==> config.mk <==
export PLATFORM = sky130hd
export DESIGN_NAME = gain_scheduled_pi_controller
export DESIGN_NICKNAME = d
export VERILOG_FILES = /design/src/rtl/core/gspi_pkg.sv /design/src/rtl/core/gain_scheduled_pi_controller.sv /design/src/rtl/core/gspi_mul.sv /design/src/rtl/core/gspi_div.sv
export SDC_FILE = /design/constraint.sdc
export NUM_CORES = 2
export LEC_CHECK = 0
export BUFFER_PORTS_ARGS = -buffer_cell sky130_fd_sc_hd__clkbuf_2
export CAP_MARGIN = 20
export CORE_ASPECT_RATIO = 1.1
export CORE_UTILIZATION = 55
export DETAILED_ROUTE_END_ITERATION = 12
export GPL_ROUTABILITY_DRIVEN = 0
export PLACE_DENSITY = 0.72
export SYNTH_ARGS = -nofsm -noshare
export SYNTH_HDL_FRONTEND = slang
export SYNTH_SLANG_ARGS = --single-unit
==> constraint.sdc <==
create_clock -name clk -period 13.3 [get_ports clk]
set_input_delay 1.33 -clock clk [delete_from_list [all_inputs] [get_ports clk]]
set_output_delay 1.33 -clock clk [all_outputs]
set_load 0.03 [all_outputs]
==> src/rtl/core/gspi_pkg.sv <==
// Types, constants and codes of the gain scheduled PI controller.
`timescale 1ns / 1ps
package gspi_pkg;

  localparam int NUM_POINTS = 4;
  localparam int NUM_SCHED_REGS = 4;
  localparam int SEG_W = $clog2(NUM_POINTS);

  localparam int RPM_W = 16;
  localparam int GAIN_W = 16;
  localparam int DT_W = 16;
  localparam int PWM_W = 16;
  localparam int SCHED_W = 48;
  localparam int CFG_IDX_W = 3;
  localparam int CFG_DATA_W = 48;
  localparam int INT_W = 48;

  localparam int MUL_A_W = 48;
  localparam int MUL_B_W = 16;
  localparam int PROD_W = MUL_A_W + MUL_B_W;
  localparam int MUL_CNT_W = $clog2(MUL_B_W);

  localparam int DIV_N_W = 40;
  localparam int DIV_D_W = 16;
  localparam int DIV_CNT_W = $clog2(DIV_N_W);

  localparam int SUM_W = 66;

  localparam logic [CFG_IDX_W-1:0] CFG_MAX_PWM = 3'd4;
  localparam logic [PWM_W-1:0] MAX_PWM_RESET = 16'd255;

  localparam logic OP_COMPUTE = 1'b0;
  localparam logic OP_CLEAR = 1'b1;

  typedef struct packed {
    logic             opcode;
    logic [RPM_W-1:0] speed_target;
    logic [RPM_W-1:0] measured_rpm;
    logic [DT_W-1:0]  time_step;
  } gspi_req_t;

  typedef struct packed {
    logic [PWM_W-1:0]  pwm_out;
    logic [GAIN_W-1:0] kp_used;
    logic [GAIN_W-1:0] ki_used;
  } gspi_rsp_t;

  typedef enum logic [3:0] {
    ST_IDLE,
    ST_PREP,
    ST_EMUL,
    ST_KPMUL,
    ST_KPDIV,
    ST_KIMUL,
    ST_KIDIV,
    ST_BOUND,
    ST_PMUL,
    ST_IMUL,
    ST_SUM,
    ST_OUT
  } gspi_state_t;

endpackage

==> src/rtl/core/gain_scheduled_pi_controller.sv <==
// Path to out_valid: clear, idle and skip transactions go from the prepare state straight to
// the output state; compute runs the error multiply, the bound divide when Ki is nonzero, and
// the P and I multiplies, plus two serial multiplies and two serial divides when the gains are interpolated.
// One transaction at a time: the next is accepted in the cycle after the result is
// registered; a stalled result holds the engine in its output state.
// Reset (synchronous, active low): integral and gains zero, schedule zero, max_pwm 255.
`timescale 1ns / 1ps
module gain_scheduled_pi_controller (
  input  logic                             clk,
  input  logic                             rst_n,
  input  logic                             in_valid,
  output logic                             in_stall,
  input  gspi_pkg::gspi_req_t              in_data,
  output logic                             out_valid,
  input  logic                             out_stall,
  output gspi_pkg::gspi_rsp_t              out_data,
  input  logic                             cfg_we,
  input  logic [gspi_pkg::CFG_IDX_W-1:0]   cfg_index,
  input  logic [gspi_pkg::CFG_DATA_W-1:0]  cfg_wdata
);
  import gspi_pkg::*;

  gspi_state_t state_r, state_nxt;
  logic        launch_r;

  logic [SCHED_W-1:0] sched_r [NUM_SCHED_REGS];
  logic [PWM_W-1:0]   max_pwm_r;

  gspi_req_t          req_r;
  logic [INT_W-1:0]   integral_r;
  logic [INT_W-1:0]   acc_r;
  logic [GAIN_W-1:0]  kp_cur_r, ki_cur_r;
  logic               err_neg_r;
  logic [RPM_W-1:0]   err_mag_r;
  logic               interp_r;
  logic [RPM_W-1:0]   num_r, den_r;
  logic [GAIN_W-1:0]  kp_lo_r, ki_lo_r, kp_dmag_r, ki_dmag_r;
  logic               kp_dneg_r, ki_dneg_r;
  logic [PROD_W-1:0]  mprod_r;
  logic [SUM_W-1:0]   sum_r;
  logic [PWM_W-1:0]   pwm_r;
  gspi_rsp_t          out_r;
  logic               out_valid_r;

  logic [RPM_W-1:0]   pt_rpm [NUM_POINTS];
  logic [GAIN_W-1:0]  pt_kp  [NUM_POINTS];
  logic [GAIN_W-1:0]  pt_ki  [NUM_POINTS];

  logic               seg_found;
  logic [RPM_W-1:0]   lo_rpm, hi_rpm;
  logic [GAIN_W-1:0]  lo_kp, hi_kp, lo_ki, hi_ki;

  logic               mul_start, mul_done;
  logic [MUL_A_W-1:0] mul_a;
  logic [MUL_B_W-1:0] mul_b;
  logic [PROD_W-1:0]  mul_prod;
  logic               div_start, div_done;
  logic [DIV_N_W-1:0] div_n;
  logic [DIV_D_W-1:0] div_d;
  logic [DIV_N_W-1:0] div_q;

  logic [RPM_W:0]     err_full;
  logic [INT_W:0]     ep_ext, acc_sum;
  logic [INT_W-1:0]   bound_ext, bound_neg, int_mag;
  logic [GAIN_W-1:0]  q_gain;
  logic [SUM_W-1:0]   term_p, term_i;
  logic               out_free;

  for (genvar g = 0; g < NUM_POINTS; g++) begin : g_pts
    assign pt_rpm[g] = sched_r[g][47:32];
    assign pt_kp[g]  = sched_r[g][31:16];
    assign pt_ki[g]  = sched_r[g][15:0];
  end

  // First segment that holds the setpoint.
  always_comb begin
    seg_found = 1'b0;
    lo_rpm = '0;
    hi_rpm = '0;
    lo_kp  = '0;
    hi_kp  = '0;
    lo_ki  = '0;
    hi_ki  = '0;
    for (int i = 0; i < NUM_POINTS - 1; i++) begin
      if (!seg_found && req_r.speed_target >= pt_rpm[i] &&
          req_r.speed_target <= pt_rpm[i+1]) begin
        seg_found = 1'b1;
        lo_rpm = pt_rpm[i];
        hi_rpm = pt_rpm[i+1];
        lo_kp  = pt_kp[i];
        hi_kp  = pt_kp[i+1];
        lo_ki  = pt_ki[i];
        hi_ki  = pt_ki[i+1];
      end
    end
  end

  assign err_full = {1'b0, req_r.speed_target} - {1'b0, req_r.measured_rpm};
  assign ep_ext   = err_neg_r ? -{17'b0, mul_prod[31:0]} : {17'b0, mul_prod[31:0]};
  assign acc_sum  = {integral_r[INT_W-1], integral_r} + ep_ext;
  assign bound_ext = {8'b0, div_q};
  assign bound_neg = -bound_ext;
  assign int_mag   = integral_r[INT_W-1] ? -integral_r : integral_r;
  assign q_gain    = div_q[GAIN_W-1:0];
  assign term_p = err_neg_r ? -{17'b0, mprod_r[32:0], 16'b0} : {17'b0, mprod_r[32:0], 16'b0};
  assign term_i = integral_r[INT_W-1] ? -{2'b0, mul_prod} : {2'b0, mul_prod};
  assign out_free = !out_valid_r || !out_stall;

  // Operand selection for the shared serial units.
  always_comb begin
    mul_a = '0;
    mul_b = '0;
    div_n = '0;
    div_d = '0;
    case (state_r)
      ST_EMUL: begin
        mul_a = {32'b0, err_mag_r};
        mul_b = req_r.time_step;
      end
      ST_KPMUL: begin
        mul_a = {32'b0, kp_dmag_r};
        mul_b = num_r;
      end
      ST_KIMUL: begin
        mul_a = {32'b0, ki_dmag_r};
        mul_b = num_r;
      end
      ST_PMUL: begin
        mul_a = {32'b0, err_mag_r};
        mul_b = kp_cur_r;
      end
      ST_IMUL: begin
        mul_a = int_mag;
        mul_b = ki_cur_r;
      end
      ST_KPDIV, ST_KIDIV: begin
        div_n = mprod_r[DIV_N_W-1:0];
        div_d = den_r;
      end
      ST_BOUND: begin
        div_n = {max_pwm_r, 24'b0};
        div_d = ki_cur_r;
      end
      default: ;
    endcase
  end

  assign mul_start = launch_r && (state_r inside {ST_EMUL, ST_KPMUL, ST_KIMUL, ST_PMUL, ST_IMUL});
  assign div_start = launch_r && ((state_r inside {ST_KPDIV, ST_KIDIV}) ||
                                  (state_r == ST_BOUND && ki_cur_r != '0));

  gspi_mul u_mul (
    .clk   (clk),
    .rst_n (rst_n),
    .start (mul_start),
    .a     (mul_a),
    .b     (mul_b),
    .done  (mul_done),
    .prod  (mul_prod)
  );

  gspi_div u_div (
    .clk      (clk),
    .rst_n    (rst_n),
    .start    (div_start),
    .dividend (div_n),
    .divisor  (div_d),
    .done     (div_done),
    .quot     (div_q)
  );

  always_comb begin
    state_nxt = state_r;
    case (state_r)
      ST_IDLE:  if (in_valid) state_nxt = ST_PREP;
      ST_PREP: begin
        if (req_r.opcode == OP_CLEAR || req_r.speed_target == '0 ||
            req_r.time_step == '0) begin
          state_nxt = ST_OUT;
        end else begin
          state_nxt = ST_EMUL;
        end
      end
      ST_EMUL:  if (mul_done) state_nxt = interp_r ? ST_KPMUL : ST_BOUND;
      ST_KPMUL: if (mul_done) state_nxt = ST_KPDIV;
      ST_KPDIV: if (div_done) state_nxt = ST_KIMUL;
      ST_KIMUL: if (mul_done) state_nxt = ST_KIDIV;
      ST_KIDIV: if (div_done) state_nxt = ST_BOUND;
      ST_BOUND: if (ki_cur_r == '0 || div_done) state_nxt = ST_PMUL;
      ST_PMUL:  if (mul_done) state_nxt = ST_IMUL;
      ST_IMUL:  if (mul_done) state_nxt = ST_SUM;
      ST_SUM:   state_nxt = ST_OUT;
      ST_OUT:   if (out_free) state_nxt = ST_IDLE;
      default:  state_nxt = ST_IDLE;
    endcase
  end

  always_ff @(posedge clk) begin
    if (!rst_n) begin
      state_r  <= ST_IDLE;
      launch_r <= 1'b0;
    end else begin
      state_r  <= state_nxt;
      launch_r <= (state_nxt != state_r);
    end
  end

  // Configuration registers.
  always_ff @(posedge clk) begin
    if (!rst_n) begin
      for (int i = 0; i < NUM_SCHED_REGS; i++) sched_r[i] <= '0;
      max_pwm_r <= MAX_PWM_RESET;
    end else if (cfg_we) begin
      if (cfg_index < CFG_IDX_W'(NUM_SCHED_REGS)) begin
        sched_r[cfg_index[1:0]] <= cfg_wdata;
      end else if (cfg_index == CFG_MAX_PWM) begin
        max_pwm_r <= cfg_wdata[PWM_W-1:0];
      end
    end
  end

  // Controller state and datapath.
  always_ff @(posedge clk) begin
    if (!rst_n) begin
      integral_r <= '0;
      kp_cur_r   <= '0;
      ki_cur_r   <= '0;
      interp_r   <= 1'b0;
    end else begin
      case (state_r)
        ST_IDLE: if (in_valid) req_r <= in_data;
        ST_PREP: begin
          pwm_r     <= '0;
          interp_r  <= 1'b0;
          err_neg_r <= err_full[RPM_W];
          err_mag_r <= err_full[RPM_W] ? -err_full[RPM_W-1:0] : err_full[RPM_W-1:0];
          if (req_r.opcode == OP_CLEAR) begin
            integral_r <= '0;
          end else if (req_r.speed_target != '0 && req_r.time_step != '0) begin
            if (req_r.speed_target <= pt_rpm[0]) begin
              kp_cur_r <= pt_kp[0];
              ki_cur_r <= pt_ki[0];
            end else if (req_r.speed_target >= pt_rpm[NUM_POINTS-1]) begin
              kp_cur_r <= pt_kp[NUM_POINTS-1];
              ki_cur_r <= pt_ki[NUM_POINTS-1];
            end else if (seg_found) begin
              if (hi_rpm == lo_rpm) begin
                kp_cur_r <= lo_kp;
                ki_cur_r <= lo_ki;
              end else begin
                interp_r  <= 1'b1;
                num_r     <= req_r.speed_target - lo_rpm;
                den_r     <= hi_rpm - lo_rpm;
                kp_lo_r   <= lo_kp;
                ki_lo_r   <= lo_ki;
                kp_dneg_r <= hi_kp < lo_kp;
                ki_dneg_r <= hi_ki < lo_ki;
                kp_dmag_r <= (hi_kp < lo_kp) ? lo_kp - hi_kp : hi_kp - lo_kp;
                ki_dmag_r <= (hi_ki < lo_ki) ? lo_ki - hi_ki : hi_ki - lo_ki;
              end
            end
          end
        end
        ST_EMUL: begin
          // Saturate the new integral to the signed 48-bit range.
          if (mul_done) begin
            if (acc_sum[INT_W] != acc_sum[INT_W-1]) begin
              acc_r <= acc_sum[INT_W] ? {1'b1, {(INT_W-1){1'b0}}} : {1'b0, {(INT_W-1){1'b1}}};
            end else begin
              acc_r <= acc_sum[INT_W-1:0];
            end
          end
        end
        ST_KPMUL, ST_KIMUL: if (mul_done) mprod_r <= mul_prod;
        ST_KPDIV: if (div_done) kp_cur_r <= kp_dneg_r ? kp_lo_r - q_gain : kp_lo_r + q_gain;
        ST_KIDIV: if (div_done) ki_cur_r <= ki_dneg_r ? ki_lo_r - q_gain : ki_lo_r + q_gain;
        ST_BOUND: begin
          // Anti-windup clamp to the bound max_pwm * 2^24 / Ki.
          if (ki_cur_r == '0) begin
            integral_r <= acc_r;
          end else if (div_done) begin
            if ($signed(acc_r) > $signed(bound_ext)) begin
              integral_r <= bound_ext;
            end else if ($signed(acc_r) < $signed(bound_neg)) begin
              integral_r <= bound_neg;
            end else begin
              integral_r <= acc_r;
            end
          end
        end
        ST_PMUL: if (mul_done) mprod_r <= mul_prod;
        ST_IMUL: if (mul_done) sum_r <= term_p + term_i;
        ST_SUM: begin
          if (sum_r[SUM_W-1] || sum_r == '0) begin
            pwm_r <= '0;
          end else if (sum_r[SUM_W-2:40] != '0 || sum_r[39:24] > max_pwm_r) begin
            pwm_r <= max_pwm_r;
          end else begin
            pwm_r <= sum_r[39:24];
          end
        end
        default: ;
      endcase
    end
  end

  // Output register: hold the result until the transaction completes.
  always_ff @(posedge clk) begin
    if (!rst_n) begin
      out_valid_r <= 1'b0;
    end else if (state_r == ST_OUT && out_free) begin
      out_valid_r <= 1'b1;
      out_r <= '{pwm_out: pwm_r, kp_used: kp_cur_r, ki_used: ki_cur_r};
    end else if (!out_stall) begin
      out_valid_r <= 1'b0;
    end
  end

  assign in_stall  = (state_r != ST_IDLE);
  assign out_valid = out_valid_r;
  assign out_data  = out_r;

endmodule

==> src/rtl/core/gspi_mul.sv <==
// Bit-serial shift-add multiplier, one multiplier bit per cycle.
`timescale 1ns / 1ps
module gspi_mul (
  input  logic                           clk,
  input  logic                           rst_n,
  input  logic                           start,
  input  logic [gspi_pkg::MUL_A_W-1:0]   a,
  input  logic [gspi_pkg::MUL_B_W-1:0]   b,
  output logic                           done,
  output logic [gspi_pkg::PROD_W-1:0]    prod
);
  import gspi_pkg::*;

  logic                 busy_r;
  logic                 done_r;
  logic [MUL_CNT_W-1:0] cnt_r;
  logic [MUL_A_W-1:0]   a_r;
  logic [PROD_W-1:0]    p_r;
  logic [MUL_A_W:0]     part_sum;

  // Add the multiplicand into the upper half when the low bit is set, then shift.
  assign part_sum = {1'b0, p_r[PROD_W-1:MUL_B_W]} + (p_r[0] ? {1'b0, a_r} : '0);

  always_ff @(posedge clk) begin
    if (!rst_n) begin
      busy_r <= 1'b0;
      done_r <= 1'b0;
      cnt_r  <= '0;
    end else begin
      done_r <= 1'b0;
      if (start) begin
        busy_r <= 1'b1;
        cnt_r  <= '0;
        a_r    <= a;
        p_r    <= {{MUL_A_W{1'b0}}, b};
      end else if (busy_r) begin
        p_r   <= {part_sum, p_r[MUL_B_W-1:1]};
        cnt_r <= cnt_r + 1'b1;
        if (cnt_r == MUL_CNT_W'(MUL_B_W - 1)) begin
          busy_r <= 1'b0;
          done_r <= 1'b1;
        end
      end
    end
  end

  assign done = done_r;
  assign prod = p_r;

endmodule

==> src/rtl/core/gspi_div.sv <==
// Restoring divider, one quotient bit per cycle.
`timescale 1ns / 1ps
module gspi_div (
  input  logic                          clk,
  input  logic                          rst_n,
  input  logic                          start,
  input  logic [gspi_pkg::DIV_N_W-1:0]  dividend,
  input  logic [gspi_pkg::DIV_D_W-1:0]  divisor,
  output logic                          done,
  output logic [gspi_pkg::DIV_N_W-1:0]  quot
);
  import gspi_pkg::*;

  logic                 busy_r;
  logic                 done_r;
  logic [DIV_CNT_W-1:0] cnt_r;
  logic [DIV_D_W-1:0]   dvs_r;
  logic [DIV_D_W-1:0]   rem_r;
  logic [DIV_N_W-1:0]   q_r;
  logic [DIV_D_W:0]     trial;
  logic [DIV_D_W:0]     diff;
  logic                 ge;

  // Remainder stays below the divisor, so the trial fits one bit wider.
  assign trial = {rem_r, q_r[DIV_N_W-1]};
  assign ge    = trial >= {1'b0, dvs_r};
  assign diff  = trial - {1'b0, dvs_r};

  always_ff @(posedge clk) begin
    if (!rst_n) begin
      busy_r <= 1'b0;
      done_r <= 1'b0;
      cnt_r  <= '0;
    end else begin
      done_r <= 1'b0;
      if (start) begin
        busy_r <= 1'b1;
        cnt_r  <= '0;
        dvs_r  <= divisor;
        rem_r  <= '0;
        q_r    <= dividend;
      end else if (busy_r) begin
        rem_r <= ge ? diff[DIV_D_W-1:0] : trial[DIV_D_W-1:0];
        q_r   <= {q_r[DIV_N_W-2:0], ge};
        cnt_r <= cnt_r + 1'b1;
        if (cnt_r == DIV_CNT_W'(DIV_N_W - 1)) begin
          busy_r <= 1'b0;
          done_r <= 1'b1;
        end
      end
    end
  end

  assign done = done_r;
  assign quot = q_r;

endmodule

Word-level counts from Yosys, hierarchy flattened
Memories as Yosys holds them, arrays and structs flattened.
Cells that the tools add are included.
{ "op_classes": {"n_eq_ne": 26, "n_reduce_logical": 64, "bitwise_logic": 8, "add_sub_neg": 23, "n_mux": 105, "n_lt_le_gt_ge": 15} }
{ "ops": {"columns": ["op", "count"], "rows": [
  ["$mux W16", 42],
  ["$mux W48", 10],
  ["$pmux W48 S4", 1],
  ["$sub A16 B16 Y16", 9],
  ["$mux W66", 2],
  ["$pmux W16 S2", 4],
  ["$pmux W48 S2", 1],
  ["$mux W40", 2],
  ["$pmux W40 S2", 1],
  ["$add A66 B66 Y66", 1],
  ["$logic_not A66 Y1", 1],
  ["$neg A49 Y66", 1],
  ["$neg A64 Y66", 1],
  ["$ge A16 B16 Y1", 4],
  ["$le A16 B16 Y1", 4],
  ["$mux W64", 1],
  ["$pmux W16 S4", 1],
  ["$add A48 B48 Y49", 1],
  ["$add A49 B49 Y49", 1],
  ["$mux W49", 1],
  ["$neg A32 Y49", 1],
  ["$gt A48 B41 Y1", 1],
  ["$logic_not A16 Y1", 3],
  ["$lt A48 B48 Y1", 1],
  ["46 further kinds", 146]
]} }
{ "word_totals": {"output_inout_bits": 50, "word_cells": 283, "ramBits": 192, "memories": 1, "input_bits": 105, "regBits": 683} }
{ "memory_table": {"columns": ["memory", "words", "word_bits", "read_ports", "rd_clocked_by_memory_dff", "wr", "line", "source"], "rows": [
  ["sched_r", 4, 48, 4, 0, 4, "gain_scheduled_pi_controller.sv:26", "logic [SCHED_W-1:0] sched_r [NUM_SCHED_REGS];"]
]} }

Depth between registers and ports, before layout
An unclocked memory read counts as a cell.
{ "depth": {"ltp_word": 20, "depth_mapped": 34, "depth_no_buf": 28} }

Cells and area by module
Synthesis repeated with hierarchy kept, for this count alone.
{ "hier_totals": {"cells_unflattened": 6121, "area_unflattened_um2": 59399.5} }
{ "by_module_without_submodules": {"columns": ["mod", "cells_each", "n_inst", "area_per_inst_um2", "seq_area_each_um2"], "rows": [
  ["gain_scheduled_pi_controller", 5112, 1, 47987.3, 19298.5],
  ["gspi_mul", 694, 1, 7288.2, 3483.3],
  ["gspi_div", 315, 1, 4124.0, 2322.2]
]} }

Worst setup path before layout
No wires, ideal clock.
{ "synth_timing": {"path_kind": "register to register", "from": "register req_r[47] (netlist bit)", "to": "register den_r[0] (enable)", "synth_period_minus_slack_ps": 11993, "path_buffers": 7, "t_arrival_ps": 11316, "setup_time_ps": 677, "slack_ps": 1307, "required_time_ps": 12623, "path_stages_with_launch": 21, "cell_sequence": "edfxtp_1 ha_1 nand4_1 or4_1 a21bo_2 and2_1 buf_2 buf_2 buf_1 clkbuf_1 buf_1 clkbuf_1 a221o_1 o21ai_0 ha_1 clkbuf_1 nand3_1 nor3_1 nand4_1 nor4_2 nor3_1"} }
{ "synth_between": {"elab_chain_cells": 14, "elab_cells_between_ends": 31, "cone_classes": "order compare: 8; eq/ne: 1; mux: 9; bitwise: 3; reduce/logical: 10"} }
{ "synth_lines": {"columns": ["element", "line", "source"], "rows": [
  ["start, declared", "gain_scheduled_pi_controller.sv:29", "gspi_req_t req_r;"],
  ["start signal, assigned", "gain_scheduled_pi_controller.sv:231", "ST_IDLE: if (in_valid) req_r <= in_data;"],
  ["$ge A16 B16 Y1 / $le A16 B16 Y1 (equally long branches)", "gain_scheduled_pi_controller.sv:85, gain_scheduled_pi_controller.sv:86", null],
  ["$logic_and A1 B1 Y1", "gain_scheduled_pi_controller.sv:85", "if (!seg_found && req_r.speed_target >= pt_rpm[i] &&"],
  ["$mux W1", "gain_scheduled_pi_controller.sv:85", null],
  ["$logic_not A1 Y1", "gain_scheduled_pi_controller.sv:85", null],
  ["$logic_and A1 B1 Y1 (2 in a row)", "gain_scheduled_pi_controller.sv:85", null],
  ["$mux W1", "gain_scheduled_pi_controller.sv:85", null],
  ["$logic_not A1 Y1", "gain_scheduled_pi_controller.sv:85", null],
  ["$logic_and A1 B1 Y1 (2 in a row)", "gain_scheduled_pi_controller.sv:85", null],
  ["$mux W16", "gain_scheduled_pi_controller.sv:85", null],
  ["$eq A16 B16 Y1", "gain_scheduled_pi_controller.sv:247", "if (hi_rpm == lo_rpm) begin"],
  ["$not A1 Y1 (no line)", null, null],
  ["$reduce_and A8 Y1 (no line) *", null, null],
  ["end signal, assigned", "gain_scheduled_pi_controller.sv:253", "den_r <= hi_rpm - lo_rpm;"],
  ["end, declared", "gain_scheduled_pi_controller.sv:36", "logic [RPM_W-1:0] num_r, den_r;"]
]} }
Mark *: on every way between the ends. The rest lies on a longest branch, timed or not.
A chain may end at the register's enable or synchronous reset.

Final worst setup path
{ "layout_timing": {"from": "register req_r[33] (netlist bit)", "to": "register kp_dmag_r[15] (data pin)"} }
{ "layout_between": {"elab_chain_cells": 13, "elab_cells_between_ends": 25, "cone_classes": "add/sub: 2; order compare: 7; mux: 9; reduce/logical: 7"} }
{ "layout_lines": {"columns": ["element", "line", "source"], "rows": [
  ["$ge A16 B16 Y1 / $le A16 B16 Y1 (equally long branches)", "gain_scheduled_pi_controller.sv:85, gain_scheduled_pi_controller.sv:86", null],
  ["$logic_and A1 B1 Y1", "gain_scheduled_pi_controller.sv:85", null],
  ["$mux W1", "gain_scheduled_pi_controller.sv:85", null],
  ["$logic_not A1 Y1", "gain_scheduled_pi_controller.sv:85", null],
  ["$logic_and A1 B1 Y1 (2 in a row)", "gain_scheduled_pi_controller.sv:85", null],
  ["$mux W1", "gain_scheduled_pi_controller.sv:85", null],
  ["$logic_not A1 Y1", "gain_scheduled_pi_controller.sv:85", null],
  ["$logic_and A1 B1 Y1 (2 in a row)", "gain_scheduled_pi_controller.sv:85", null],
  ["$mux W16 *", "gain_scheduled_pi_controller.sv:85", null],
  ["named net lo_kp[0]", "gain_scheduled_pi_controller.sv:51", "logic [GAIN_W-1:0] lo_kp, hi_kp, lo_ki, hi_ki;"],
  ["$sub A16 B16 Y16 / $lt A16 B16 Y1 (equally long branches)", "gain_scheduled_pi_controller.sv:258", "kp_dmag_r <= (hi_kp < lo_kp) ? lo_kp - hi_kp : hi_kp - lo_kp;"],
  ["$mux W16 *", "gain_scheduled_pi_controller.sv:258", null],
  ["end signal, assigned", "gain_scheduled_pi_controller.sv:258", null],
  ["end, declared", "gain_scheduled_pi_controller.sv:37", "logic [GAIN_W-1:0] kp_lo_r, ki_lo_r, kp_dmag_r, ki_dmag_r;"]
]} }
The timed path passes the listed nets; every way through them passes the cells marked *.

==> metrics.txt <==
status=finished with violations; violated checks=DRC; synthesized area per cell=9.71 µm²; post-synthesis mux area share=1.24%; CTS max path bufs=3; met1 Use GR=40.4%; area of the multi-input gates=30800 µm²; RSZ-0062 raised after global routing=false; Rel. slew slack=16.6%; CTS clk-pin slew, worst paths=60 ps; Final HPWL DP=141000 µm; register area share after synthesis=43.2%; Final Setup Violations=0; die width=312 µm; GRT busiest layer=met2; Synth top area share=39.1%; Site Rows=124; die height=343 µm; Top Ports=155; adder-cell share of the synthesized area=10.5%; r2r startpoint=req_r[33]$_DFFE_PP_; Iteration-0 DRC Markers=5875; WL final=186000 µm; Gate Count Post-Synth=5991; sequential share of power=38.2%; crit-path max FO=89; Main synth FF type=edfxtp_1; Max Cap Viol=0; Worst EP arrival=7950 ps; clock share of power=30.9%; Lkg Pwr=25.6 nW; Pint=5.93 mW; fmax=133 MHz; reg-to-reg slack, setup=5760 ps; NetSw=3.10 mW; crit path kind=reg2reg; Reg area=25100 µm²; #FFs+latches synth=875; final core utilization=61.1%; met3 usage=6.96%; Starting Density=55.7%; CP startpoint kind=register; switch share=34.3%; setup bufs post-CTS=0; number of synthesized flops with an enable pin=758; Setup Skew=49.3 ps; Final Slew Violations=0; max incr delay on CP=820 ps; Worst Reg2Reg Path Length in Cells=27; cell with the most instances after synthesis=edfxtp_1; Worst-Skew Late Latency=730 ps; main area contributors after synthesis=edfxtp_1, ha_1, xnor2_1; cts bufs inserted=92; syn_nets=6568; # hold bufs at CTS=0; filler instances=8717; worst setup path start=req_r[33]$_DFFE_PP_; largest net degree at the start of global routing=90; Synth cell types=93; first-pass GRT wire length=275000 µm; Ys Warns=0; ANT nets after route=0; Compound-Gate Fraction of Synth Area=19.0%; xor/xnor cell area share of the yosys netlist=7.49%; Clock Sinks=875; die area=107000 µm²; Slew @ Worst Pin=1250 ps; Min-Delay Path Class=reg2reg; CTS tree=yes; Final min period=7540 ps; Synth Area in Simple Gates=14.4%; maximum VDD drop=0.129 mV; Commonest cells post-synth=edfxtp_1, nor2_1, ha_1; Slowest-stage cell, CP=buf_4; area delta synth->final=9.66%; grt total ovfl=0; WL/cell=24.7 µm; PortBufs=154; Synth area leader=edfxtp_1; fin nets=6627; Final Hold Viols=0; vias in the first global route=45600; Pre-antenna DRT Iters=13; largest family of logic cells by synthesized area=compound AO/OA/AOI/OAI gates; CP Capture Type=register; asr flop ratio synth=0%; vias per std cell=6.38; H-tree levels=3; part of the cycle the worst path needs=56.7%; layout cells sized above 1=7.86%; final instance area=63800 µm²; Total Routing Usage GR=34.0%; reg2reg end=kp_dmag_r[15]$_DFFE_PP_; initial antenna violation count=22; Setup TNS Final=0 ps; met2 usage=54.3%; Comb pwr share=30.9%; PostCTS Resize Cnt=0; Root Buffer=clkbuf_16; CP Capture Point=kp_dmag_r[15]$_DFFE_PP_; CP required=13710 ps; vias=48000; drt drc=6; mapped cell area=58200 µm²; core area=104000 µm²; Power Density=142 nW/µm²; Cell Area, Placed=60400 µm²
## layout by cell type (no fill, tap or decap), drive strengths merged, types with 37 or more instances in the layout
master	count
a211oi	73
a21o	205
a21oi	443
a221oi	37
a22o	50
a22oi	59
a31oi	51
and2	78
buf	74
clkbuf	264
dfxtp	117
edfxtp	758
ha	461
inv	397
mux2i	71
nand2	442
nand2b	95
nand3	89
nand4	66
nor2	574
nor2b	77
nor3	82
nor4	60
o21a	47
o21ai	335
o31ai	52
or3	57
xnor2	357
xor2	140
## worst max-delay path, delay by kind of cell, from the launching register on
| kind | cells | cell delay [ps] |
|---|---|---|
| buf+inv | 3 | 1230 |
| xor+xnor | 1 | 180 |
| flops | 1 | 730 |
| fa+ha+maj | 3 | 750 |
| simple gates | 6 | 960 |
| compound gates | 13 | 3110 |
| mux | 1 | 170 |
## kinds of logic after synthesis
kind of cell,Yosys count
and+or+nand+nor,1742
AOI/OAI and AO/OA,1668
DFF,875
buffers and inverters,652
xor gates and xnor gates,497
adders and majority gates,485
muxes,72
## metal layers
layer / part of all wire (%) / vias up / wire length [µm]
met4: 8.6 / 22 / 16000
met5: 0.075 / - / 139
met2: 45 / 2398 / 84400
met1: 37 / 22800 / 68100
li1: - / 22200 / -
met3: 9.2 / 622 / 17100
## through the flow
step,setup slack [ps],instances,power (mW),hold slack [ps]
3_5_place_dp,5710,7338,6.21,405
6_report,5760,7527,9.04,417
5_1_grt,5280,7520,9.39,427
2_1_floorplan,1310,5991,5.43,400
3_3_place_gp,6040,7336,6.16,404
4_1_cts,5620,7511,8.98,418
## power by group through the flow
stage          Combinational, mW  Clock, mW  Sequential, mW
2_1_floorplan               2.02          0            3.41
3_3_place_gp                2.66          0            3.50
3_5_place_dp                2.71          0            3.50
4_1_cts                     2.73       2.81            3.44
5_1_grt                     3.03       2.91            3.46
6_report                    2.79       2.79            3.45
## final cells by class
cell class              count  share of cell area (%)
clock buffers             109                    3.80
well taps                1386                    2.72
inverters                 388                    2.28
repair buffers            229                    2.17
diodes                     12                  0.0471
flip-flops and latches    875                    39.4
multi-input cells        4464                    48.3
clock inverters            64                    1.32
## worst min-delay path by stage
| stage | start | end | slack, ps | depth (start not counted) |
|---|---|---|---|---|
| CTS | pwm_r[1]$_SDFFCE_PP0P_ | out_data[33]$_DFFE_PP_ | 420 | 0 |
| finish | pwm_r[1]$_SDFFCE_PP0P_ | out_data[33]$_DFFE_PP_ | 420 | 0 |
| detailed placement | pwm_r[1]$_SDFFCE_PP0P_ | out_data[33]$_DFFE_PP_ | 400 | 0 |
| global route | pwm_r[1]$_SDFFCE_PP0P_ | out_data[33]$_DFFE_PP_ | 430 | 0 |
| floorplan | pwm_r[0]$_SDFFCE_PP0P_ | out_data[32]$_DFFE_PP_ | 400 | 0 |
| global placement | pwm_r[9]$_SDFFCE_PP0P_ | out_data[41]$_DFFE_PP_ | 400 | 0 |
## flip-flops by register name, indices dropped and copies added (netlist names), 40 cells and up
signal      flops
sched_r       192
sum_r          66
u_mul.prod     64
req_r          49
acc_r          48
integral_r     48
out_data       48
u_mul.a_r      48
mprod_r        40
u_div.quot     40
(Power assumes the default switching activity.)
